`src/rtl/wpf_pkg.sv`:
```
`timescale 1ns / 1ps
package wpf_pkg;

  localparam int unsigned MAX_POINTS = 16;
  localparam int unsigned FRAC_BITS  = 8;
  localparam int unsigned IDX_W      = $clog2(MAX_POINTS);

  localparam int unsigned POS_W   = 24;
  localparam int unsigned VEL_W   = 25;
  localparam int unsigned TGT_W   = 5;
  localparam int unsigned SPEED_W = 16;
  localparam int unsigned DT_W    = 16;
  localparam int unsigned MAG_W   = POS_W + 1;
  localparam int unsigned RAD_W   = 2 * MAG_W;
  localparam int unsigned ROOT_W  = MAG_W;
  localparam int unsigned Q_W     = VEL_W;
  localparam int unsigned NUM_W   = MAG_W + SPEED_W + FRAC_BITS;
  localparam int unsigned MUL_W   = 26;
  localparam int unsigned PROD_W  = 2 * MUL_W;
  localparam int unsigned STEPS   = ROOT_W;
  localparam int unsigned STEP_W  = $clog2(STEPS);

  localparam logic [1:0] MODE_LOAD  = 2'd0;
  localparam logic [1:0] MODE_START = 2'd1;
  localparam logic [1:0] MODE_TICK  = 2'd2;

  localparam logic REG_SPEED = 1'b0;
  localparam logic REG_COUNT = 1'b1;

  localparam logic [SPEED_W-1:0] SPEED_RST = 16'd100;
  localparam logic [TGT_W-1:0]   COUNT_RST = 5'd2;

  typedef enum logic [4:0] {
    OP_NONE, OP_CAPTURE, OP_LOAD, OP_RD_ZERO, OP_START, OP_FINISH,
    OP_RD_PREV, OP_RD_TGT, OP_DIR, OP_SQX, OP_SQY, OP_SQSUM, OP_SQRT_STEP,
    OP_NUMX, OP_NUMY, OP_DIVSET, OP_DIV_STEP, OP_VEL, OP_DISPX, OP_DISPY,
    OP_DOTX, OP_DOTY, OP_UPDATE, OP_PUBLISH
  } op_e;

  typedef enum logic [4:0] {
    S_IDLE, S_DISPATCH, S_START_RD, S_START_SET, S_TK_PREV, S_TK_TGT, S_TK_DIR,
    S_SQX, S_SQY, S_SQSUM, S_SQRT, S_NUMX, S_NUMY, S_DIVSET, S_DIV, S_VEL,
    S_DISPX, S_DISPY, S_DOTX, S_DOTY, S_UPD, S_PUB
  } state_e;

  typedef struct packed {
    op_e op;
  } cmd_t;

  typedef struct packed {
    logic [1:0] mode;
    logic       done;
    logic       tgt_bad;
  } status_t;

endpackage

```
`src/rtl/wpf_dpath.sv`:
```
`timescale 1ns / 1ps
module wpf_dpath (
  input  logic                         clk_i,
  input  logic                         rst_ni,
  input  wpf_pkg::cmd_t                cmd_i,
  output wpf_pkg::status_t             status_o,
  input  logic [wpf_pkg::SPEED_W-1:0]  speed_i,
  input  logic [wpf_pkg::TGT_W-1:0]    count_i,
  input  logic [1:0]                   mode_i,
  input  logic [3:0]                   point_index_i,
  input  logic signed [23:0]           point_x_i,
  input  logic signed [23:0]           point_y_i,
  input  logic [15:0]                  time_step_i,
  output logic signed [23:0]           pos_x_o,
  output logic signed [23:0]           pos_y_o,
  output logic signed [24:0]           vel_x_o,
  output logic signed [24:0]           vel_y_o,
  output logic [4:0]                   target_index_o,
  output logic                         finished_o
);

  localparam int unsigned PW = wpf_pkg::POS_W;
  localparam int unsigned MW = wpf_pkg::MAG_W;
  localparam int unsigned RW = wpf_pkg::RAD_W;
  localparam int unsigned QW = wpf_pkg::Q_W;
  localparam int unsigned NW = wpf_pkg::NUM_W;
  localparam int unsigned UW = wpf_pkg::MUL_W;
  localparam int unsigned XW = wpf_pkg::PROD_W;
  localparam int unsigned IW = wpf_pkg::IDX_W;

  localparam logic signed [PW+2:0] PosMax = (PW+3)'((1 << (PW - 1)) - 1);
  localparam logic signed [PW+2:0] PosMin = -(PW+3)'(1 << (PW - 1));

  // item
  logic [1:0]          mode_q;
  logic [3:0]          idx_q;
  logic signed [PW-1:0] px_q, py_q;
  logic [15:0]         dt_q;

  // waypoint memory
  logic [2*PW-1:0] wp_mem [wpf_pkg::MAX_POINTS];
  logic [2*PW-1:0] rd_q;
  logic [IW-1:0]   rd_addr;

  // architectural state
  logic signed [PW-1:0]   pos_x_q, pos_y_q;
  logic signed [QW-1:0]   vel_x_q, vel_y_q;
  logic [wpf_pkg::TGT_W-1:0] tgt_q;
  logic                   done_q;

  // working registers
  logic signed [PW-1:0] prev_x_q, prev_y_q, wt_x_q, wt_y_q;
  logic [MW-1:0]        mx_q, my_q;
  logic                 nx_q, ny_q;
  logic signed [XW-1:0] prod_q;
  logic [RW-1:0]        sq_q, rad_q;
  logic [MW:0]          srem_q;
  logic [MW-1:0]        root_q;
  logic [MW-1:0]        drx_q, dry_q, dsx_q, dsy_q;
  logic [QW-1:0]        qx_q, qy_q;
  logic signed [QW:0]   sx_q, sy_q;
  logic signed [XW:0]   dot_q;

  // output payload
  logic signed [PW-1:0] o_px_q, o_py_q;
  logic signed [QW-1:0] o_vx_q, o_vy_q;
  logic [wpf_pkg::TGT_W-1:0] o_tgt_q;
  logic o_fin_q;

  // shared multiplier
  logic signed [UW-1:0] mul_a, mul_b;
  logic signed [XW-1:0] mul_p;

  logic [wpf_pkg::TGT_W-1:0] cnt_eff;
  logic signed [MW-1:0] dx, dy;
  logic [MW+2:0] s_cat, s_trial;
  logic [MW:0] dx_cat, dy_cat;
  logic [NW-1:0] num;
  logic [QW-1:0] vmag_x, vmag_y;
  logic signed [QW:0] disp;
  logic signed [XW:0] dot_sum;
  logic signed [PW+2:0] sum_x, sum_y;
  logic [wpf_pkg::TGT_W-1:0] tgt_inc;

  function automatic logic signed [PW-1:0] sat_pos(input logic signed [PW+2:0] v);
    if (v > PosMax) return PosMax[PW-1:0];
    if (v < PosMin) return PosMin[PW-1:0];
    return v[PW-1:0];
  endfunction

  always_comb begin
    if (count_i < 5'd2) cnt_eff = 5'd2;
    else if (count_i > wpf_pkg::TGT_W'(wpf_pkg::MAX_POINTS))
      cnt_eff = wpf_pkg::TGT_W'(wpf_pkg::MAX_POINTS);
    else cnt_eff = count_i;
  end

  assign status_o.mode    = mode_q;
  assign status_o.done    = done_q;
  assign status_o.tgt_bad = (tgt_q >= cnt_eff) || (tgt_q == '0);

  always_comb begin
    case (cmd_i.op)
      wpf_pkg::OP_RD_PREV: rd_addr = IW'(tgt_q - 1'b1);
      wpf_pkg::OP_RD_TGT:  rd_addr = tgt_q[IW-1:0];
      default:             rd_addr = '0;
    endcase
  end

  always_ff @(posedge clk_i) begin
    if (cmd_i.op == wpf_pkg::OP_LOAD) wp_mem[idx_q[IW-1:0]] <= {px_q, py_q};
    rd_q <= wp_mem[rd_addr];
  end

  assign dx = MW'(signed'(rd_q[2*PW-1:PW])) - MW'(prev_x_q);
  assign dy = MW'(signed'(rd_q[PW-1:0])) - MW'(prev_y_q);

  assign vmag_x = vel_x_q[QW-1] ? QW'(-vel_x_q) : QW'(vel_x_q);
  assign vmag_y = vel_y_q[QW-1] ? QW'(-vel_y_q) : QW'(vel_y_q);

  always_comb begin
    mul_a = '0;
    mul_b = '0;
    case (cmd_i.op)
      wpf_pkg::OP_SQX: begin
        mul_a = signed'(UW'(mx_q));
        mul_b = signed'(UW'(mx_q));
      end
      wpf_pkg::OP_SQY: begin
        mul_a = signed'(UW'(my_q));
        mul_b = signed'(UW'(my_q));
      end
      wpf_pkg::OP_NUMX: begin
        mul_a = signed'(UW'(mx_q));
        mul_b = signed'(UW'(speed_i));
      end
      wpf_pkg::OP_NUMY: begin
        mul_a = signed'(UW'(my_q));
        mul_b = signed'(UW'(speed_i));
      end
      wpf_pkg::OP_DISPX: begin
        mul_a = signed'(UW'(vmag_x));
        mul_b = signed'(UW'(dt_q));
      end
      wpf_pkg::OP_DISPY: begin
        mul_a = signed'(UW'(vmag_y));
        mul_b = signed'(UW'(dt_q));
      end
      wpf_pkg::OP_DOTX: begin
        mul_a = UW'(MW'(wt_x_q) - MW'(pos_x_q));
        mul_b = UW'(sx_q);
      end
      wpf_pkg::OP_DOTY: begin
        mul_a = UW'(MW'(wt_y_q) - MW'(pos_y_q));
        mul_b = UW'(disp);
      end
      default: begin
        mul_a = '0;
        mul_b = '0;
      end
    endcase
  end

  assign mul_p = mul_a * mul_b;

  // product of the previous cycle as numerator or as a signed displacement; during OP_DOTY disp is sy_q
  assign num  = NW'({prod_q[NW-wpf_pkg::FRAC_BITS-1:0], {wpf_pkg::FRAC_BITS{1'b0}}});
  assign disp = (cmd_i.op == wpf_pkg::OP_DOTY)
              ? sy_q
              : ((cmd_i.op == wpf_pkg::OP_DISPY) ? (nx_q ? -$signed({1'b0, prod_q[16 +: QW]})
                                                           :  $signed({1'b0, prod_q[16 +: QW]}))
                                                 : (ny_q ? -$signed({1'b0, prod_q[16 +: QW]})
                                                         :  $signed({1'b0, prod_q[16 +: QW]})));

  assign s_cat   = {srem_q, rad_q[RW-1 -: 2]};
  assign s_trial = {1'b0, root_q, 2'b01};
  assign dx_cat  = {drx_q, dsx_q[MW-1]};
  assign dy_cat  = {dry_q, dsy_q[MW-1]};
  assign dot_sum = dot_q + (XW+1)'(prod_q);
  assign sum_x   = (PW+3)'(pos_x_q) + (PW+3)'(sx_q);
  assign sum_y   = (PW+3)'(pos_y_q) + (PW+3)'(sy_q);
  assign tgt_inc = tgt_q + 1'b1;

  always_ff @(posedge clk_i or negedge rst_ni) begin
    if (!rst_ni) begin
      pos_x_q <= '0;
      pos_y_q <= '0;
      vel_x_q <= '0;
      vel_y_q <= '0;
      tgt_q   <= 5'd1;
      done_q  <= 1'b1;
    end else begin
      case (cmd_i.op)
        wpf_pkg::OP_START: begin
          pos_x_q <= signed'(rd_q[2*PW-1:PW]);
          pos_y_q <= signed'(rd_q[PW-1:0]);
          vel_x_q <= '0;
          vel_y_q <= '0;
          tgt_q   <= 5'd1;
          done_q  <= 1'b0;
        end
        wpf_pkg::OP_FINISH: done_q <= 1'b1;
        wpf_pkg::OP_VEL: begin
          if (root_q == '0) begin
            vel_x_q <= '0;
            vel_y_q <= '0;
          end else begin
            vel_x_q <= nx_q ? -signed'(qx_q) : signed'(qx_q);
            vel_y_q <= ny_q ? -signed'(qy_q) : signed'(qy_q);
          end
        end
        wpf_pkg::OP_UPDATE: begin
          if (dot_sum < 0) begin
            tgt_q <= tgt_inc;
            if (tgt_inc >= cnt_eff) done_q <= 1'b1;
          end
          pos_x_q <= sat_pos(sum_x);
          pos_y_q <= sat_pos(sum_y);
        end
        default: ;
      endcase
    end
  end

  always_ff @(posedge clk_i) begin
    case (cmd_i.op)
      wpf_pkg::OP_CAPTURE: begin
        mode_q <= mode_i;
        idx_q  <= point_index_i;
        px_q   <= point_x_i;
        py_q   <= point_y_i;
        dt_q   <= time_step_i;
      end
      wpf_pkg::OP_RD_TGT: begin
        prev_x_q <= signed'(rd_q[2*PW-1:PW]);
        prev_y_q <= signed'(rd_q[PW-1:0]);
      end
      wpf_pkg::OP_DIR: begin
        wt_x_q <= signed'(rd_q[2*PW-1:PW]);
        wt_y_q <= signed'(rd_q[PW-1:0]);
        nx_q   <= dx[MW-1];
        ny_q   <= dy[MW-1];
        mx_q   <= dx[MW-1] ? MW'(-dx) : MW'(dx);
        my_q   <= dy[MW-1] ? MW'(-dy) : MW'(dy);
      end
      wpf_pkg::OP_SQX: prod_q <= mul_p;
      wpf_pkg::OP_SQY: begin
        sq_q   <= RW'(prod_q);
        prod_q <= mul_p;
      end
      wpf_pkg::OP_SQSUM: begin
        rad_q  <= sq_q + RW'(prod_q);
        srem_q <= '0;
        root_q <= '0;
      end
      wpf_pkg::OP_SQRT_STEP: begin
        rad_q <= rad_q << 2;
        if (s_cat >= s_trial) begin
          srem_q <= (MW+1)'(s_cat - s_trial);
          root_q <= {root_q[MW-2:0], 1'b1};
        end else begin
          srem_q <= s_cat[MW:0];
          root_q <= {root_q[MW-2:0], 1'b0};
        end
      end
      wpf_pkg::OP_NUMX: prod_q <= mul_p;
      wpf_pkg::OP_NUMY: begin
        drx_q  <= MW'(num[NW-1:QW]);
        dsx_q  <= num[QW-1:0];
        prod_q <= mul_p;
      end
      wpf_pkg::OP_DIVSET: begin
        dry_q <= MW'(num[NW-1:QW]);
        dsy_q <= num[QW-1:0];
      end
      wpf_pkg::OP_DIV_STEP: begin
        dsx_q <= dsx_q << 1;
        dsy_q <= dsy_q << 1;
        if (dx_cat >= (MW+1)'(root_q)) begin
          drx_q <= MW'(dx_cat - (MW+1)'(root_q));
          qx_q  <= {qx_q[QW-2:0], 1'b1};
        end else begin
          drx_q <= MW'(dx_cat);
          qx_q  <= {qx_q[QW-2:0], 1'b0};
        end
        if (dy_cat >= (MW+1)'(root_q)) begin
          dry_q <= MW'(dy_cat - (MW+1)'(root_q));
          qy_q  <= {qy_q[QW-2:0], 1'b1};
        end else begin
          dry_q <= MW'(dy_cat);
          qy_q  <= {qy_q[QW-2:0], 1'b0};
        end
      end
      wpf_pkg::OP_DISPX: prod_q <= mul_p;
      wpf_pkg::OP_DISPY: begin
        sx_q   <= disp;
        prod_q <= mul_p;
      end
      wpf_pkg::OP_DOTX: begin
        sy_q   <= disp;
        prod_q <= mul_p;
      end
      wpf_pkg::OP_DOTY: begin
        dot_q  <= (XW+1)'(prod_q);
        prod_q <= mul_p;
      end
      wpf_pkg::OP_PUBLISH: begin
        o_px_q  <= pos_x_q;
        o_py_q  <= pos_y_q;
        o_vx_q  <= vel_x_q;
        o_vy_q  <= vel_y_q;
        o_tgt_q <= tgt_q;
        o_fin_q <= done_q;
      end
      default: ;
    endcase
  end

  assign pos_x_o        = o_px_q;
  assign pos_y_o        = o_py_q;
  assign vel_x_o        = o_vx_q;
  assign vel_y_o        = o_vy_q;
  assign target_index_o = o_tgt_q;
  assign finished_o     = o_fin_q;

endmodule

```
`config.mk`:
```
export PLATFORM = sky130hd
export DESIGN_NAME = wpf_dpath
export DESIGN_NICKNAME = d
export VERILOG_FILES = /design/src/rtl/wpf_pkg.sv /design/src/rtl/wpf_dpath.sv
export SDC_FILE = /design/constraint.sdc
export NUM_CORES = 2
export LEC_CHECK = 0
export ABC_AREA = 1
export BUFFER_PORTS_ARGS = -buffer_cell sky130_fd_sc_hd__buf_2
export CORE_ASPECT_RATIO = 2
export CORE_MARGIN = 4
export CORE_UTILIZATION = 60
export DETAILED_ROUTE_END_ITERATION = 10
export PLACE_DENSITY = 0.88
export SLEW_MARGIN = 20
export SYNTH_ARGS = -nofsm -noshare
export SYNTH_HDL_FRONTEND = slang
export SYNTH_SLANG_ARGS = --single-unit
```
`constraint.sdc`:
```
create_clock -name clk_i -period 10.1 [get_ports clk_i]
set_input_delay 1.515 -clock clk_i [delete_from_list [all_inputs] [get_ports clk_i]]
set_output_delay 1.515 -clock clk_i [all_outputs]
set_load 0.01 [all_outputs]
```
==> flow_summary.ini <==
[sta]
finClkSkew_ns = 0.0901
setup_violations = 0
period_minus_slack_ns = 9.80
fin_hold_ws_ns = 0.432
fin_crit_sh = 0.970
setup_tns_ns = 0
timing.final.max_slew_violations = 0
timing.slew.headroom = 0.178
hold_viol = 0
tightestPinTransition_ns = 1.22
fmaxAchievable_mhz = 102
rsz0062_at_grt = false

[hold_path]
hold_depth = 0
hold_path_class = reg -> reg
min_to = dot_q[19]
hold_start = prod_q[19]

[run]
max_cap_viol_count = 0

[synth]
syn_nets = 12800
yosysMostFrequentCell = nand2_1
avgSynthCellArea_um2 = 9.57
syn_area_um2 = 110000
ys_seq_area_frac = 0.451
synth_common_cells = nand2_1, inv_1, edfxtp_1
synthCells = 11500
yosysTopAreaCellShare = 0.418
yosysTopAreaCell = edfxtp_1
synth.distinct_cells = 87
ys_ff_latch = 1683
synth_warnings = 0
synthFlopType = edfxtp_1
synthTopCellsByArea = edfxtp_1, fa_1, nand2_1
synth_edf_count = 1531
async_flop_share = 0.0618

[cts]
cts_tree = yes
h-tree-depth = 4
insertion_delay_ns = 0.87
numClockSinks = 1683
clk_path_buf_depth = 4
cts_root_buf = clkbuf_16
postCtsHoldBufs = 0
cts_buffers = 156
clkTransAtPathRegs_ns = 0.07

[critical_path]
r2r_slack_ns = 0.30
crit_slowest_cell = fa_1
arrival_ns = 10.37
timing.rr.start = pos_y_q[16]
path_class = reg -> reg
critPathMaxStageDelay_ns = 0.88
path_buf_inv = 5
cp_max_fo = 9
critPathCaptureType = flip-flop
reg2reg_to = prod_q[50]
reg2reg_depth = 35
required_ns = 10.68
crit_top_cell = fa_1
crit_family = adder cells
startpoint = pos_y_q[16]
worstSetupStartpointType = flip-flop

[grt]
groute.usage.overall = 0.415
grt_pass1_wl_um = 575000
grt_max_degree = 241
antenna_found_initial = 19
grt_pass1_vias = 90900
overflow = 0

[die]
row_count = 221
coreArea_um2 = 182000
start_util = 0.605
die_area_um2 = 190000
die_w_um = 311
boundaryPins = 206
die_y_um = 613

[cells_and_area]
layout-drive-gt1-share = 0.0852
final_nets = 13100
area_growth_pct = 9.79

[routing]
num_vias = 88100
firstDrtPassIters = 6
first_iter_violations = 9453
wire_per_inst_um = 27.9
viasPerCell = 6.16
post-route-drc-count = 0
antenna_left = 0
totalWireLength_um = 399000

[pwr]
pwr_density_cell_nw_per_um2 = 165
cellLeakagePower_nw = 53.6
finalPower_mw = 19.9
peakVddDrop_uv = 260

[outcome]
status = finished, final reports clean

[placed_design]
gp_congestion = 1.12
portBuffers = 205
hpwl_um = 301000
## per-stage QoR
stage                     worst slack, ns  std cells  utilization  cell area (µm²)
after floorplan                     0.867      11500            -           110000
after global placement            -0.0293      14000        0.636           116000
after detailed placement          -0.0944      14000        0.636           116000
after CTS                           0.301      14300        0.663           121000
after global routing               0.0339      14300        0.664           121000
final                               0.303      14300        0.664           121000
## power breakdown
part           switching [mW]  internal, mW  leakage, nW  total [mW]
registers               0.529          7.97         15.6        8.49
clock network            2.72          3.26         2.43        5.98
logic                    3.72          1.75         35.6        5.47
## layout make-up
| type | count | area [µm²] |
|---|---|---|
| fillers | 13900 | 61000 |
| multi-input cells | 7395 | 51400 |
| flip-flops and latches | 1683 | 49500 |
| inverters | 2023 | 7600 |
| clock buffers | 206 | 4220 |
| repair buffers | 576 | 4210 |
| well taps | 2341 | 2930 |
| clock inverters | 71 | 773 |
| diodes | 9 | 22.5 |
## flip-flops by register name, summed over array words and instances (netlist names), 25 cells and up
| name | flops |
|---|---|
| dot_q | 52 |
| dry_q | 25 |
| sx_q | 26 |
| my_q | 25 |
| sq_q | 50 |
| wp_mem | 768 |
| prod_q | 52 |
| drx_q | 25 |
| vel_y_o | 25 |
| root_q | 25 |
| vel_y_q | 25 |
| vel_x_o | 25 |
| rad_q | 50 |
| vel_x_q | 25 |
| mx_q | 25 |
| sy_q | 26 |
| rd_q | 48 |
| qx_q | 25 |
| srem_q | 26 |
| qy_q | 25 |
## cells in the final DEF, fill, tap and decap left out, types with 26 or more instances in the layout
cell type	n
nand2_1	2351
inv_1	1989
edfxtp_1	1531
nor2_1	827
fa_1	717
a21oi_1	650
o21ai_0	530
ha_1	491
nand3_1	467
buf_4	341
o211ai_1	311
buf_2	204
xor2_1	157
clkbuf_16	157
xnor2_1	125
dfrtp_1	102
nor3_1	97
nand4_1	77
o221ai_1	57
dfxtp_1	48
a21o_1	47
a31oi_1	46
o22ai_1	44
clkbuf_1	38
nor2_4	33
nor4_1	33
or2_2	31
buf_12	30
o21a_1	29
o21bai_1	27
inv_2	26
## routing by layer
layer,track usage,part of all wire
met2,0.701,0.48
met4,0.449,0.14
met5,0,0.00010
met1,0.399,0.29
met3,0.0967,0.087
## kinds of logic (layout without fill, tap and decap cells)
| kind of cell | Yosys count | in the layout | synth area share |
|---|---|---|---|
| AO/OA/AOI/OAI | 1865 | 1865 | 0.101 |
| XOR/XNOR | 284 | 284 | 0.0227 |
| adder cells (fa/ha/maj) | 1210 | 1210 | 0.187 |
| buffers and inverters | 2402 | 2876 | 0.0852 |
| flip-flops | 1683 | 1683 | 0.451 |
| other | 0 | 9 | 0 |
| AND/OR/NAND/NOR | 4036 | 4036 | 0.153 |
## repair_timing
action	in CTS	in global routing
setup endpoints to repair	0	28
buffers inserted	0	2
gates resized for setup	0	13
## worst max-delay path by stage
stage	end	slack (ns)	cells after the start
floorplan	prod_q[51]	0.87	35
global placement	prod_q[50]	-0.03	34
detailed placement	prod_q[50]	-0.09	33
CTS	prod_q[43]	0.30	38
global route	prod_q[50]	0.03	38
finish	prod_q[50]	0.30	35
(Power assumes the default switching activity.)
