$ cat src/rtl/wpf_pkg.sv
`timescale 1ns / 1ps
package wpf_pkg;

  localparam int unsigned MAX_POINTS = 16;
  localparam int unsigned FRAC_BITS  = 8;
  localparam int unsigned IDX_W      = $clog2(MAX_POINTS);

  localparam int unsigned POS_W   = 24;
  localparam int unsigned VEL_W   = 25;
  localparam int unsigned TGT_W   = 5;
  localparam int unsigned SPEED_W = 16;
  localparam int unsigned DT_W    = 16;
  localparam int unsigned MAG_W   = POS_W + 1;
  localparam int unsigned RAD_W   = 2 * MAG_W;
  localparam int unsigned ROOT_W  = MAG_W;
  localparam int unsigned Q_W     = VEL_W;
  localparam int unsigned NUM_W   = MAG_W + SPEED_W + FRAC_BITS;
  localparam int unsigned MUL_W   = 26;
  localparam int unsigned PROD_W  = 2 * MUL_W;
  localparam int unsigned STEPS   = ROOT_W;
  localparam int unsigned STEP_W  = $clog2(STEPS);

  localparam logic [1:0] MODE_LOAD  = 2'd0;
  localparam logic [1:0] MODE_START = 2'd1;
  localparam logic [1:0] MODE_TICK  = 2'd2;

  localparam logic REG_SPEED = 1'b0;
  localparam logic REG_COUNT = 1'b1;

  localparam logic [SPEED_W-1:0] SPEED_RST = 16'd100;
  localparam logic [TGT_W-1:0]   COUNT_RST = 5'd2;

  typedef enum logic [4:0] {
    OP_NONE, OP_CAPTURE, OP_LOAD, OP_RD_ZERO, OP_START, OP_FINISH,
    OP_RD_PREV, OP_RD_TGT, OP_DIR, OP_SQX, OP_SQY, OP_SQSUM, OP_SQRT_STEP,
    OP_NUMX, OP_NUMY, OP_DIVSET, OP_DIV_STEP, OP_VEL, OP_DISPX, OP_DISPY,
    OP_DOTX, OP_DOTY, OP_UPDATE, OP_PUBLISH
  } op_e;

  typedef enum logic [4:0] {
    S_IDLE, S_DISPATCH, S_START_RD, S_START_SET, S_TK_PREV, S_TK_TGT, S_TK_DIR,
    S_SQX, S_SQY, S_SQSUM, S_SQRT, S_NUMX, S_NUMY, S_DIVSET, S_DIV, S_VEL,
    S_DISPX, S_DISPY, S_DOTX, S_DOTY, S_UPD, S_PUB
  } state_e;

  typedef struct packed {
    op_e op;
  } cmd_t;

  typedef struct packed {
    logic [1:0] mode;
    logic       done;
    logic       tgt_bad;
  } status_t;

endpackage

$ cat src/rtl/wpf_ctrl.sv
`timescale 1ns / 1ps
module wpf_ctrl (
  input  logic             clk_i,
  input  logic             rst_ni,
  input  logic             in_valid_i,
  output logic             in_ready_o,
  output logic             out_valid_o,
  input  logic             out_ready_i,
  input  wpf_pkg::status_t status_i,
  output wpf_pkg::cmd_t    cmd_o
);

  wpf_pkg::state_e state_q, state_d;
  logic [wpf_pkg::STEP_W-1:0] step_q, step_d;
  logic out_valid_q, out_valid_d;

  always_ff @(posedge clk_i or negedge rst_ni) begin
    if (!rst_ni) begin
      state_q     <= wpf_pkg::S_IDLE;
      step_q      <= '0;
      out_valid_q <= 1'b0;
    end else begin
      state_q     <= state_d;
      step_q      <= step_d;
      out_valid_q <= out_valid_d;
    end
  end

  localparam logic [wpf_pkg::STEP_W-1:0] LastStep = wpf_pkg::STEP_W'(wpf_pkg::STEPS - 1);

  always_comb begin
    state_d     = state_q;
    step_d      = step_q;
    out_valid_d = out_valid_q && !out_ready_i;
    cmd_o.op    = wpf_pkg::OP_NONE;
    in_ready_o  = 1'b0;
    case (state_q)
      wpf_pkg::S_IDLE: begin
        in_ready_o = 1'b1;
        if (in_valid_i) begin
          cmd_o.op = wpf_pkg::OP_CAPTURE;
          state_d  = wpf_pkg::S_DISPATCH;
        end
      end
      wpf_pkg::S_DISPATCH: begin
        case (status_i.mode)
          wpf_pkg::MODE_LOAD: begin
            cmd_o.op = wpf_pkg::OP_LOAD;
            state_d  = wpf_pkg::S_PUB;
          end
          wpf_pkg::MODE_START: state_d = wpf_pkg::S_START_RD;
          wpf_pkg::MODE_TICK: begin
            if (status_i.done) begin
              state_d = wpf_pkg::S_PUB;
            end else if (status_i.tgt_bad) begin
              cmd_o.op = wpf_pkg::OP_FINISH;
              state_d  = wpf_pkg::S_PUB;
            end else begin
              state_d = wpf_pkg::S_TK_PREV;
            end
          end
          default: state_d = wpf_pkg::S_PUB;
        endcase
      end
      wpf_pkg::S_START_RD: begin
        cmd_o.op = wpf_pkg::OP_RD_ZERO;
        state_d  = wpf_pkg::S_START_SET;
      end
      wpf_pkg::S_START_SET: begin
        cmd_o.op = wpf_pkg::OP_START;
        state_d  = wpf_pkg::S_PUB;
      end
      wpf_pkg::S_TK_PREV: begin
        cmd_o.op = wpf_pkg::OP_RD_PREV;
        state_d  = wpf_pkg::S_TK_TGT;
      end
      wpf_pkg::S_TK_TGT: begin
        cmd_o.op = wpf_pkg::OP_RD_TGT;
        state_d  = wpf_pkg::S_TK_DIR;
      end
      wpf_pkg::S_TK_DIR: begin
        cmd_o.op = wpf_pkg::OP_DIR;
        state_d  = wpf_pkg::S_SQX;
      end
      wpf_pkg::S_SQX: begin
        cmd_o.op = wpf_pkg::OP_SQX;
        state_d  = wpf_pkg::S_SQY;
      end
      wpf_pkg::S_SQY: begin
        cmd_o.op = wpf_pkg::OP_SQY;
        state_d  = wpf_pkg::S_SQSUM;
      end
      wpf_pkg::S_SQSUM: begin
        cmd_o.op = wpf_pkg::OP_SQSUM;
        step_d   = '0;
        state_d  = wpf_pkg::S_SQRT;
      end
      wpf_pkg::S_SQRT: begin
        cmd_o.op = wpf_pkg::OP_SQRT_STEP;
        step_d   = step_q + 1'b1;
        if (step_q == LastStep) state_d = wpf_pkg::S_NUMX;
      end
      wpf_pkg::S_NUMX: begin
        cmd_o.op = wpf_pkg::OP_NUMX;
        state_d  = wpf_pkg::S_NUMY;
      end
      wpf_pkg::S_NUMY: begin
        cmd_o.op = wpf_pkg::OP_NUMY;
        state_d  = wpf_pkg::S_DIVSET;
      end
      wpf_pkg::S_DIVSET: begin
        cmd_o.op = wpf_pkg::OP_DIVSET;
        step_d   = '0;
        state_d  = wpf_pkg::S_DIV;
      end
      wpf_pkg::S_DIV: begin
        cmd_o.op = wpf_pkg::OP_DIV_STEP;
        step_d   = step_q + 1'b1;
        if (step_q == LastStep) state_d = wpf_pkg::S_VEL;
      end
      wpf_pkg::S_VEL: begin
        cmd_o.op = wpf_pkg::OP_VEL;
        state_d  = wpf_pkg::S_DISPX;
      end
      wpf_pkg::S_DISPX: begin
        cmd_o.op = wpf_pkg::OP_DISPX;
        state_d  = wpf_pkg::S_DISPY;
      end
      wpf_pkg::S_DISPY: begin
        cmd_o.op = wpf_pkg::OP_DISPY;
        state_d  = wpf_pkg::S_DOTX;
      end
      wpf_pkg::S_DOTX: begin
        cmd_o.op = wpf_pkg::OP_DOTX;
        state_d  = wpf_pkg::S_DOTY;
      end
      wpf_pkg::S_DOTY: begin
        cmd_o.op = wpf_pkg::OP_DOTY;
        state_d  = wpf_pkg::S_UPD;
      end
      wpf_pkg::S_UPD: begin
        cmd_o.op = wpf_pkg::OP_UPDATE;
        state_d  = wpf_pkg::S_PUB;
      end
      wpf_pkg::S_PUB: begin
        if (!out_valid_q || out_ready_i) begin
          cmd_o.op    = wpf_pkg::OP_PUBLISH;
          out_valid_d = 1'b1;
          state_d     = wpf_pkg::S_IDLE;
        end
      end
      default: state_d = wpf_pkg::S_IDLE;
    endcase
  end

  assign out_valid_o = out_valid_q;

endmodule

$ cat config.mk
export PLATFORM = sky130hd
export DESIGN_NAME = wpf_ctrl
export DESIGN_NICKNAME = d
export VERILOG_FILES = /design/src/rtl/wpf_pkg.sv /design/src/rtl/wpf_ctrl.sv
export SDC_FILE = /design/constraint.sdc
export NUM_CORES = 1
export LEC_CHECK = 0
export CAP_MARGIN = 10
export CELL_PAD_IN_SITES_DETAIL_PLACEMENT = 1
export CELL_PAD_IN_SITES_GLOBAL_PLACEMENT = 1
export CORE_MARGIN = 1.5
export CORE_UTILIZATION = 40
export CTS_CLUSTER_DIAMETER = 30
export DETAILED_ROUTE_END_ITERATION = 12
export DONT_BUFFER_PORTS = 1
export PLACE_DENSITY = 0.83
export SYNTH_ARGS = -nofsm -noshare
export SYNTH_HDL_FRONTEND = slang
export SYNTH_SLANG_ARGS = --single-unit
$ cat constraint.sdc
create_clock -name clk_i -period 1.6 [get_ports clk_i]
set_input_delay 0.32 -clock clk_i [delete_from_list [all_inputs] [get_ports clk_i]]
set_output_delay 0.32 -clock clk_i [all_outputs]
set_load 0.05 [all_outputs]
==> results of run 1 <==
layout make-up:
type,count,area (µm²),share of cell area (%)
clock buffer,4,26.3,1.81
timing repair buffer,40,390,26.9
tap,28,35.0,2.41
inverter,4,15.0,1.03
multi-input combinational,92,706,48.5
sequential,11,282,19.4
layout by cell type (no fill, tap or decap), drive strengths merged, types with 2 or more instances in the layout:
master / synthesis / routed
o22ai: 2 / 2
a21oi: 8 / 8
a32o: 2 / 2
nand4: 4 / 4
ha: 2 / 2
and2: 2 / 2
inv: 4 / 4
o21ai: 9 / 9
a22o: 2 / 2
nor2b: 6 / 6
nor4b: 2 / 2
dfrtp: 11 / 11
nor2: 6 / 6
nand2: 15 / 15
buf: 8 / 39
nand2b: 3 / 3
xor2: 2 / 2
nand3: 4 / 4
clkbuf: 1 / 4
cells by family (layout without fill, tap and decap cells):
| kind of cell | after synthesis | after routing | synth area share [%] |
|---|---|---|---|
| xor gates and xnor gates | 2 | 2 | 1.91 |
| DFF | 11 | 11 | 30.0 |
| buffers and inverters | 13 | 48 | 6.13 |
| and+or+nand+nor | 51 | 51 | 31.2 |
| AOI/OAI and AO/OA | 37 | 37 | 28.1 |
| adders and majority gates | 2 | 2 | 2.72 |
layer usage:
metal  vias to the layer above  part of all wire [%]  global-route usage [%]
li1                        495                     -                       -
met5                         -                     0                       0
met4                         0                   2.5                    9.46
met3                        10                   2.7                    6.14
met2                        25                    53                    53.9
met1                       555                    41                    35.4
worst max-delay path, delay by kind of cell (launching register included):
| family | cells | cell delay, ns |
|---|---|---|
| buf+inv | 1 | 0.17 |
| simple gates | 4 | 0.88 |
| flops | 1 | 0.43 |
flip-flops by register name, summed over array words and instances, names as in the netlist:
signal,cells
state_q,5
step_q,5
out_valid_o,1
metrics by stage:
stage | util [%] | cell area (µm²)
6_report | 66.4 | 1450
3_5_place_dp | 55.6 | 1220
3_3_place_gp | 55.6 | 1220
4_1_cts | 62.8 | 1380
5_1_grt | 66.4 | 1450
2_1_floorplan | - | 950
timing repair:
item                                   4_1_cts  5_1_grt
resized for setup                           24       14
pin swaps                                    5       11
endpoints found under the hold margin       11        0
buffers inserted                             5        5
hold buffers                                 1        0
setup endpoints to repair                    7       11
power breakdown:
part | switching (µW) | internal, µW
Combinational | 1590 | 1450
Clock | 104 | 96.6
Sequential | 168 | 389
worst min-delay path by stage:
| stage | slack, ns | end | cells after the start |
|---|---|---|---|
| final | 0.31 | out_valid_o | 2 |
| after global placement | 0.02 | step_q[3] | 0 |
| after detailed placement | 0.02 | step_q[3] | 0 |
| after global routing | 0.30 | out_valid_o | 2 |
| after CTS | 0.31 | out_valid_o | 2 |
| after floorplan | 0.02 | out_valid_o | 0 |
==> metrics.yaml, run 1 <==
clock_network:
  htreeDepth: 1
  clock_path_buffers: 2
  clock_sinks: 11
  cts_buffers: 3
  clk_pin_slew_ns: 0.08
  clk_latency_ns: 0.27
  cts_tree: "yes"
  root_buffer: "clkbuf_4"
layout:
  drive_gt1_share_pct: 47.7
  layout.cells.non_filler: 179
  diodes: 0
  fill_cells: 258
  final_nets: 162
  area_delta_synth_final_pct: 58.3
grt:
  grt_usage_pct: 30.0
  grt_pass1_wl_um: 5710
  grt_pass1_vias: 1136
  antenna_found_initial: 0
  overflow: 0
  grt_start_max_net_pins: 16
power:
  leakage_uw: 0.000636
  p_per_area_nw_per_um2: 2620
  power_uw: 3800
  vdd_drop_max_mv: 2.52
synth:
  yosysWarnings: 0
  synthTopCellsByArea: "dfrtp_1 30%, nand2_1 6.1%, a21oi_1 4.4%"
  synth_edf_count: 0
  syn-num-nets: 126
  yosysMostFrequentCell: "nand2_1"
  synth_top_area_share_pct: 30.0
  synth_area_um2: 918
  synth_ff_type: "dfrtp_1"
  synth.top_cells.by_count: "15 x nand2_1, 11 x dfrtp_1, 8 x a21oi_1"
  ys_ff_latch: 11
  synth_cell_types: 44
  synthCells: 116
  yosysSeqAreaShare_pct: 30.0
  syn_area_per_cell_um2: 7.92
  synth_top_area_cell: "dfrtp_1"
  async_reset_ff_share_pct: 100
sta:
  fin_tns_setup_ns: -1.92
  worst_pin_slew_ns: 0.564
  fin_crit_ns: 2.06
  min_period_over_period_pct: 129
  finalSetupViolations: 9
  rsz0062_at_grt: "yes"
  slew-limit-headroom_pct: 62.3
  hold-worst-slack_ns: 0.311
  layout_setup_ws_ns: -0.459
  fmax_mhz: 486
  fin_skew_ns: 0.00404
  slew_viol_final: 0
  final_hold_viol_count: 0
worst_setup_path:
  critPathCaptureType: "output port"
  cp-startpoint: "state_q[4]"
  worstPathMaxFanout: 4
  start_kind: "flip-flop"
  reg2reg_to: "state_q[2]"
  endpoint: "cmd_o[0]"
  crit_slowest_cell: "dfrtp_1"
  cp_slowest_stage_delay_ns: 0.43
  regToRegSetupSlack_ns: -0.21
  r2r-start: "state_q[4]"
  rr_worst_depth: 6
  required_ns: 1.28
  path_class: "flip-flop to output port"
  path_cells: "nor4bb_1 -> nand2_1 -> or3_4 -> nand4_1 -> buf_6"
  arrival_ns: 1.74
route:
  drt_iter0_markers: 28
  num_vias: 1085
  ant_nets: 0
  routed_wl_um: 3740
  drt_first_pass_iters: 5
  post_drt_via_cell_ratio: 6.06
  drc: 0
  wire_per_inst_um: 20.9
die:
  fp.dieH_um: 50.9
  coreArea_um2: 2190
  die_w_um: 50.9
  start_util_pct: 41.9
  rows: 17
  io_pins: 15
  dieArea_um2: 2590
outcome:
  violations: "setup timing"
  run_status: "complete, but fails checks"
placement:
  numPortBuffers: 0
  pre_cts_ws_ns: -0.144
  dp_cells: 166
  place.detailed.hpwl_um: 2380
  gp_routability_congestion: 0.922
worst_hold_path:
  hp-start: "out_ready_i"
  hold_path_class: "primary input to flip-flop"
job:
  drv_cap: 0
(Power assumes the default switching activity.)
==> run 2: changes to the inputs <==
--- a/config.mk
+++ b/config.mk
@@ -14,6 +14,7 @@
 export DETAILED_ROUTE_END_ITERATION = 12
 export DONT_BUFFER_PORTS = 1
 export PLACE_DENSITY = 0.83
+export SETUP_SLACK_MARGIN = 0.02
 export SYNTH_ARGS = -nofsm -noshare
 export SYNTH_HDL_FRONTEND = slang
 export SYNTH_SLANG_ARGS = --single-unit
==> metrics.yaml, run 2 <==
outcome:
  run_status: "did not finish"
  haltStage: "global routing"
  toolErrorMsg: "[ERROR DPL-0033] detailed placement checks failed during check placement."
synth:
  yosysMostFrequentCell: "nand2_1"
  synth_adder_area_share_pct: 2.72
  synth_cell_types: 44
  synth-xor-area-share_pct: 1.91
  syn_area_per_cell_um2: 7.92
  synth_edf_count: 0
  async_reset_ff_share_pct: 100
  ys_ff_latch: 11
  syn-num-nets: 126
  synth_top_family_by_area: "simple AND/OR/NAND/NOR gates"
  synth_area_um2: 918
  synth_compound_area_share_pct: 28.1
  synth_top_area_share_pct: 30.0
  synthCells: 116
  synth_ff_type: "dfrtp_1"
  yosysWarnings: 0
  synth.area.mux_share_pct: 0
  synth_top_area_cell: "dfrtp_1"
  yosysSeqAreaShare_pct: 30.0
  yosys.area_share.simple_pct: 31.2
  synthTopCellsByArea: "dfrtp_1 30%, nand2_1 6.1%, a21oi_1 4.4%"
  synth.top_cells.by_count: "15 x nand2_1, 11 x dfrtp_1, 8 x a21oi_1"
die:
  die_w_um: 50.9
  start_util_pct: 41.9
  io_pins: 15
  rows: 17
  fp.dieH_um: 50.9
clock_network:
  htreeDepth: 1
  clock_path_buffers: 2
  cts_buffers: 3
  clock_sinks: 11
  root_buffer: "clkbuf_4"
sta:
  worstEndpointType: "primary output"
  crit_endpoint: "cmd_o[0]"
grt:
  antenna_found_initial: 0
  grt_start_max_net_pins: 17
placement:
  dp_cells: 165
  place.detailed.hpwl_um: 2540
  gp_routability_congestion: 0.836
  numPortBuffers: 0
  dpl-instance-area_um2: 1210
-- run 2: cell counts after synthesis --
No cell type changed its count.
-- run 2: kinds of logic after synthesis --
family | count (synthesis)
AO/OA/AOI/OAI | 37
XOR/XNOR | 2
adder cells (fa/ha/maj) | 2
buffers and inverters | 13
flip-flops | 11
AND/OR/NAND/NOR | 51
-- run 2: stage by stage --
stage	worst slack [ns]	setup TNS, ns	hold WS [ns]
CTS	-0.446	-2.06	0.313
detailed placement	-0.224	-0.931	0.0246
global placement	-0.112	-0.308	0.0246
floorplan	-0.250	-0.374	0.0244
-- run 2: timing repair --
item / CTS
pin swaps: 8
gates cloned: 0
hold buffers: 1
buffers inserted: 8
hold endpoints to repair: 11
gates resized for setup: 36
endpoints found under the setup margin: 14
==> run 3: changes to the inputs <==
==> config.mk (replaced) <==
export PLATFORM = sky130hd
export DESIGN_NAME = wpf_ctrl
export DESIGN_NICKNAME = d
export VERILOG_FILES = /design/src/rtl/wpf_pkg.sv /design/src/rtl/wpf_ctrl.sv
export SDC_FILE = /design/constraint.sdc
export NUM_CORES = 1
export LEC_CHECK = 0
export CAP_MARGIN = 10
export CORE_AREA = 2 2 63 65
export DETAILED_ROUTE_END_ITERATION = 12
export DIE_AREA = 0 0 65 67
export DONT_BUFFER_PORTS = 1
export PLACE_DENSITY_LB_ADDON = 0.15
export SYNTH_ARGS = -nofsm -noshare
export SYNTH_HDL_FRONTEND = slang
export SYNTH_SLANG_ARGS = --single-unit
==> constraint.sdc (replaced) <==
create_clock -name clk_i -period 2.1 [get_ports clk_i]
set_input_delay 0.42 -clock clk_i [delete_from_list [all_inputs] [get_ports clk_i]]
set_output_delay 0.42 -clock clk_i [all_outputs]
set_load 0.05 [all_outputs]
==> metrics.yaml, run 3 (synthesized netlist as in run 1, its figures left out) <==
outcome:
  run_status: "completed"
route:
  num_vias: 890
  wire_per_inst_um: 13.7
  routed_wl_um: 2420
  drc: 0
  post_drt_via_cell_ratio: 5.03
  ant_nets: 0
  drt_first_pass_iters: 4
  drt_iter0_markers: 30
sta:
  hold-worst-slack_ns: 0.477
  fin_crit_ns: 2.06
  fmax_mhz: 486
  fin_tns_setup_ns: 0
  final_hold_viol_count: 0
  slew_viol_final: 0
  worst_pin_slew_ns: 0.653
  finalSetupViolations: 0
  fin_skew_ns: 0.00694
  min_period_over_period_pct: 98.0
  rsz0062_at_grt: "yes"
  layout_setup_ws_ns: 0.0414
  slew-limit-headroom_pct: 55.3
placement:
  pre_cts_ws_ns: 0.266
  numPortBuffers: 0
  place.detailed.hpwl_um: 1840
  gp_routability_congestion: 0.785
grt:
  grt_pass1_vias: 866
  grt_start_max_net_pins: 22
  grt_pass1_wl_um: 4240
  overflow: 0
  grt_usage_pct: 13.0
  antenna_found_initial: 0
worst_setup_path:
  path_class: "flip-flop to output port"
  worstPathMaxFanout: 3
  reg2reg_to: "state_q[2]"
  r2r-start: "state_q[1]"
  critPathCaptureType: "output port"
  rr_worst_depth: 5
  start_kind: "flip-flop"
  regToRegSetupSlack_ns: 0.37
  arrival_ns: 1.64
  required_ns: 1.68
layout:
  diodes: 0
  drive_gt1_share_pct: 24.8
  layout_common_cells: "15 x nand2_1, 13 x buf_4, 7 x a21oi_1, 7 x dfrtp_1, 6 x nor2b_1"
  final_nets: 140
  multiInputGateArea_um2: 612
  area_delta_synth_final_pct: 28.7
  fill_cells: 381
  final_common_cell: "nand2_1"
  finalCoreUtilization_pct: 32.8
  seqCellArea_um2: 280
job:
  drv_cap: 0
clock_network:
  htreeDepth: 1
  clk_pin_slew_ns: 0.06
  clk_latency_ns: 0.25
  clock_sinks: 11
  cts_buffers: 3
  clock_path_buffers: 2
  root_buffer: "clkbuf_8"
  cts_tree: "yes"
worst_hold_path:
  hp-start: "status_i[2]"
  min_delay_path_depth: 3
  min_to: "state_q[0]"
  hold_path_class: "primary input to flip-flop"
power:
  power_uw: 2250
  p_per_area_nw_per_um2: 1900
  vdd_drop_max_mv: 0.957
  leakage_uw: 0.000488
die:
  start_util_pct: 25.5
  io_pins: 15
  die_w_um: 65
  fp.dieH_um: 67
  coreArea_um2: 3610
  rows: 22
  dieArea_um2: 4360
## run 3: worst max-delay path by stage
| stage | startpoint | to | slack [ns] | depth (start not counted) |
|---|---|---|---|---|
| finish | state_q[4] | cmd_o[0] | 0.04 | 5 |
| global route | state_q[4] | cmd_o[0] | -0.06 | 5 |
| CTS | state_q[4] | cmd_o[0] | 0.0008 | 6 |
| detailed placement | status_i[0] | cmd_o[0] | 0.27 | 5 |
| global placement | state_q[0] | state_q[0] | 0.26 | 5 |
| floorplan | state_q[0] | cmd_o[1] | 0.03 | 5 |
## run 3: final cells by class
type | instances | share of cell area [%]
multi-input combinational | 92 | 51.7
sequential | 11 | 23.7
timing repair buffer | 18 | 14.4
tap | 48 | 5.08
clock buffer | 4 | 3.81
inverter | 4 | 1.27
## run 3: worst max-delay path: stages, from the launching register on
cell      delay [ns]
dfrtp_1         0.41
nor4bb_2        0.27
nand2_1         0.11
or3_1           0.31
nand4_1         0.15
buf_12          0.15
## run 3: routing by layer
metal  GRT usage, %  share of wire, %  wire [µm]  vias to the layer above
met2           18.9                46       1120                       11
met4           5.59               1.6         38                        0
li1               -                 -          -                      456
met1           17.9                49       1180                      418
met5              0                 0          0                        -
met3           3.55               3.6         87                        5
## run 3: report_power, final
group	internal (µW)	switching, µW
Clock	134	87.5
Sequential	297	140
Combinational	695	892
Total	1130	1120
## run 3: timing repair
item,in CTS,in global routing
endpoints found under the hold margin,11,0
endpoints found under the setup margin,1,4
pin swaps,0,2
hold buffers,1,0
resized for setup,1,10
setup buffers,0,1
## run 3: metrics by stage
step,cells,cell area [µm²]
final,177,1180
after floorplan,116,918
after global routing,177,1180
after global placement,171,1080
after CTS,176,1140
after detailed placement,171,1080
==> run 4: changes to the inputs <==
--- a/config.mk
+++ b/config.mk
@@ -11,6 +11,7 @@
 export DIE_AREA = 0 0 65 67
 export DONT_BUFFER_PORTS = 1
 export PLACE_DENSITY_LB_ADDON = 0.15
+export SETUP_SLACK_MARGIN = 0.15
 export SYNTH_ARGS = -nofsm -noshare
 export SYNTH_HDL_FRONTEND = slang
 export SYNTH_SLANG_ARGS = --single-unit
==> metrics.yaml, run 4 (synthesized netlist as in run 1, its figures left out) <==
outcome:
  run_status: "completed"
route:
  post_drt_via_cell_ratio: 5.09
  drt_iter0_markers: 18
  routed_wl_um: 2570
  ant_nets: 0
  drt_first_pass_iters: 4
  wire_per_inst_um: 13.9
  drc: 0
  num_vias: 942
worst_setup_path:
  critPathCaptureType: "output port"
  cp-startpoint: "state_q[4]"
  start_kind: "flip-flop"
  path_class: "flip-flop to output port"
  cp_slowest_stage_delay_ns: 0.44
  path_cells: "nor4bb_4 -> nand2_1 -> or3_1 -> nand4_1 -> buf_6"
  crit_family: "simple AND/OR/NAND/NOR gates"
  worstPathMaxFanout: 4
  arrival_ns: 1.62
  crit_slowest_cell: "dfrtp_2"
  timing.critical_path.buf_inv: 1
  required_ns: 1.68
  r2r-start: "state_q[4]"
placement:
  place.detailed.hpwl_um: 1800
  pre_cts_ws_ns: 0.246
  gp_routability_congestion: 0.745
  numPortBuffers: 0
job:
  drv_cap: 0
die:
  dieArea_um2: 4360
  start_util_pct: 25.5
  fp.dieH_um: 67
  io_pins: 15
  rows: 22
  coreArea_um2: 3610
  die_w_um: 65
worst_hold_path:
  hp-start: "status_i[2]"
  hold_path_class: "primary input to flip-flop"
clock_network:
  root_buffer: "clkbuf_8"
  cts_buffers: 3
  htreeDepth: 1
  clk_pin_slew_ns: 0.05
  cts_tree: "yes"
  clk_latency_ns: 0.24
  clock_path_buffers: 2
  clock_sinks: 11
layout:
  finalCoreUtilization_pct: 35.2
  final_common_cell: "buf_4"
  drive_gt1_share_pct: 34.3
  final_nets: 148
  seqCellArea_um2: 283
  layout_common_cells: "21 x buf_4, 15 x nand2_1, 7 x a21oi_1, 6 x dfrtp_2"
  diodes: 0
  multiInputGateArea_um2: 646
  fill_cells: 392
  area_delta_synth_final_pct: 38.3
grt:
  grt_pass1_wl_um: 4240
  overflow: 0
  grt_usage_pct: 13.0
  grt_pass1_vias: 859
  grt_start_max_net_pins: 15
  antenna_found_initial: 0
power:
  leakage_uw: 0.000537
  p_per_area_nw_per_um2: 1840
  vdd_drop_max_mv: 0.981
sta:
  fin_skew_ns: 0.000703
  min_period_over_period_pct: 97.1
  slew_viol_final: 0
  layout_setup_ws_ns: 0.0612
  fmax_mhz: 490
  fin_crit_ns: 2.04
  rsz0062_at_grt: "yes"
  final_hold_viol_count: 0
  slew-limit-headroom_pct: 56.0
  worst_pin_slew_ns: 0.643
  finalSetupViolations: 0
-- run 4: worst min-delay path: stages --
cell       delay [ns]
a2111oi_0        0.11
nand2_1          0.07
a21oi_1          0.05
-- run 4: timing repair --
| item | CTS | global route |
|---|---|---|
| endpoints found under the setup margin | 4 | 4 |
| hold buffers | 1 | 0 |
| buffers inserted | 4 | 5 |
| endpoints found under the hold margin | 11 | 0 |
| resized for setup | 13 | 6 |
| pin swaps | 6 | 3 |
-- run 4: area by class of cell --
class	count	share of cell area, %
Clock buffer	4	3.55
Timing Repair Buffer	26	17.4
Multi-Input combinational cell	92	50.8
Inverter	4	1.18
Sequential cell	11	22.3
Tap cell	48	4.73
-- run 4: through the flow --
step | cells | total power (µW) | hold slack, ns | cell area [µm²] | TNS, ns
after floorplan | 116 | 1450 | 0.124 | 926 | 0
after global placement | 171 | 1890 | 0.125 | 1070 | 0
after detailed placement | 171 | 1880 | 0.125 | 1070 | 0
after CTS | 180 | 2260 | 0.460 | 1200 | 0
after global routing | 185 | 2510 | 0.468 | 1270 | -0.0635
final | 185 | 2340 | 0.459 | 1270 | 0
-- run 4: final timing paths --
kind                              end  slack [ns]  depth (start not counted)
max in group asynchronous  state_q[2]        1.08                          1
max reg2reg                state_q[2]        0.34                          5
min reg2reg                 step_q[4]        0.48                          1
max                          cmd_o[0]        0.06                          5
min in group asynchronous   step_q[1]        0.62                          1
min                        state_q[0]        0.46                          3
-- run 4: routing by layer --
layer | track usage [%] | share of wire, % | up-vias
li1 | - | - | 472
met1 | 16.5 | 49 | 454
met2 | 20.9 | 46 | 11
met3 | 3.72 | 4.0 | 5
met4 | 4.79 | 1.2 | 0
met5 | 0 | 0 | -
-- run 4: report_power, final --
part	switching, µW	internal, µW	leakage, µW
clock network	84.1	134	0.0000228
registers	165	299	0.000134
logic	903	755	0.000381
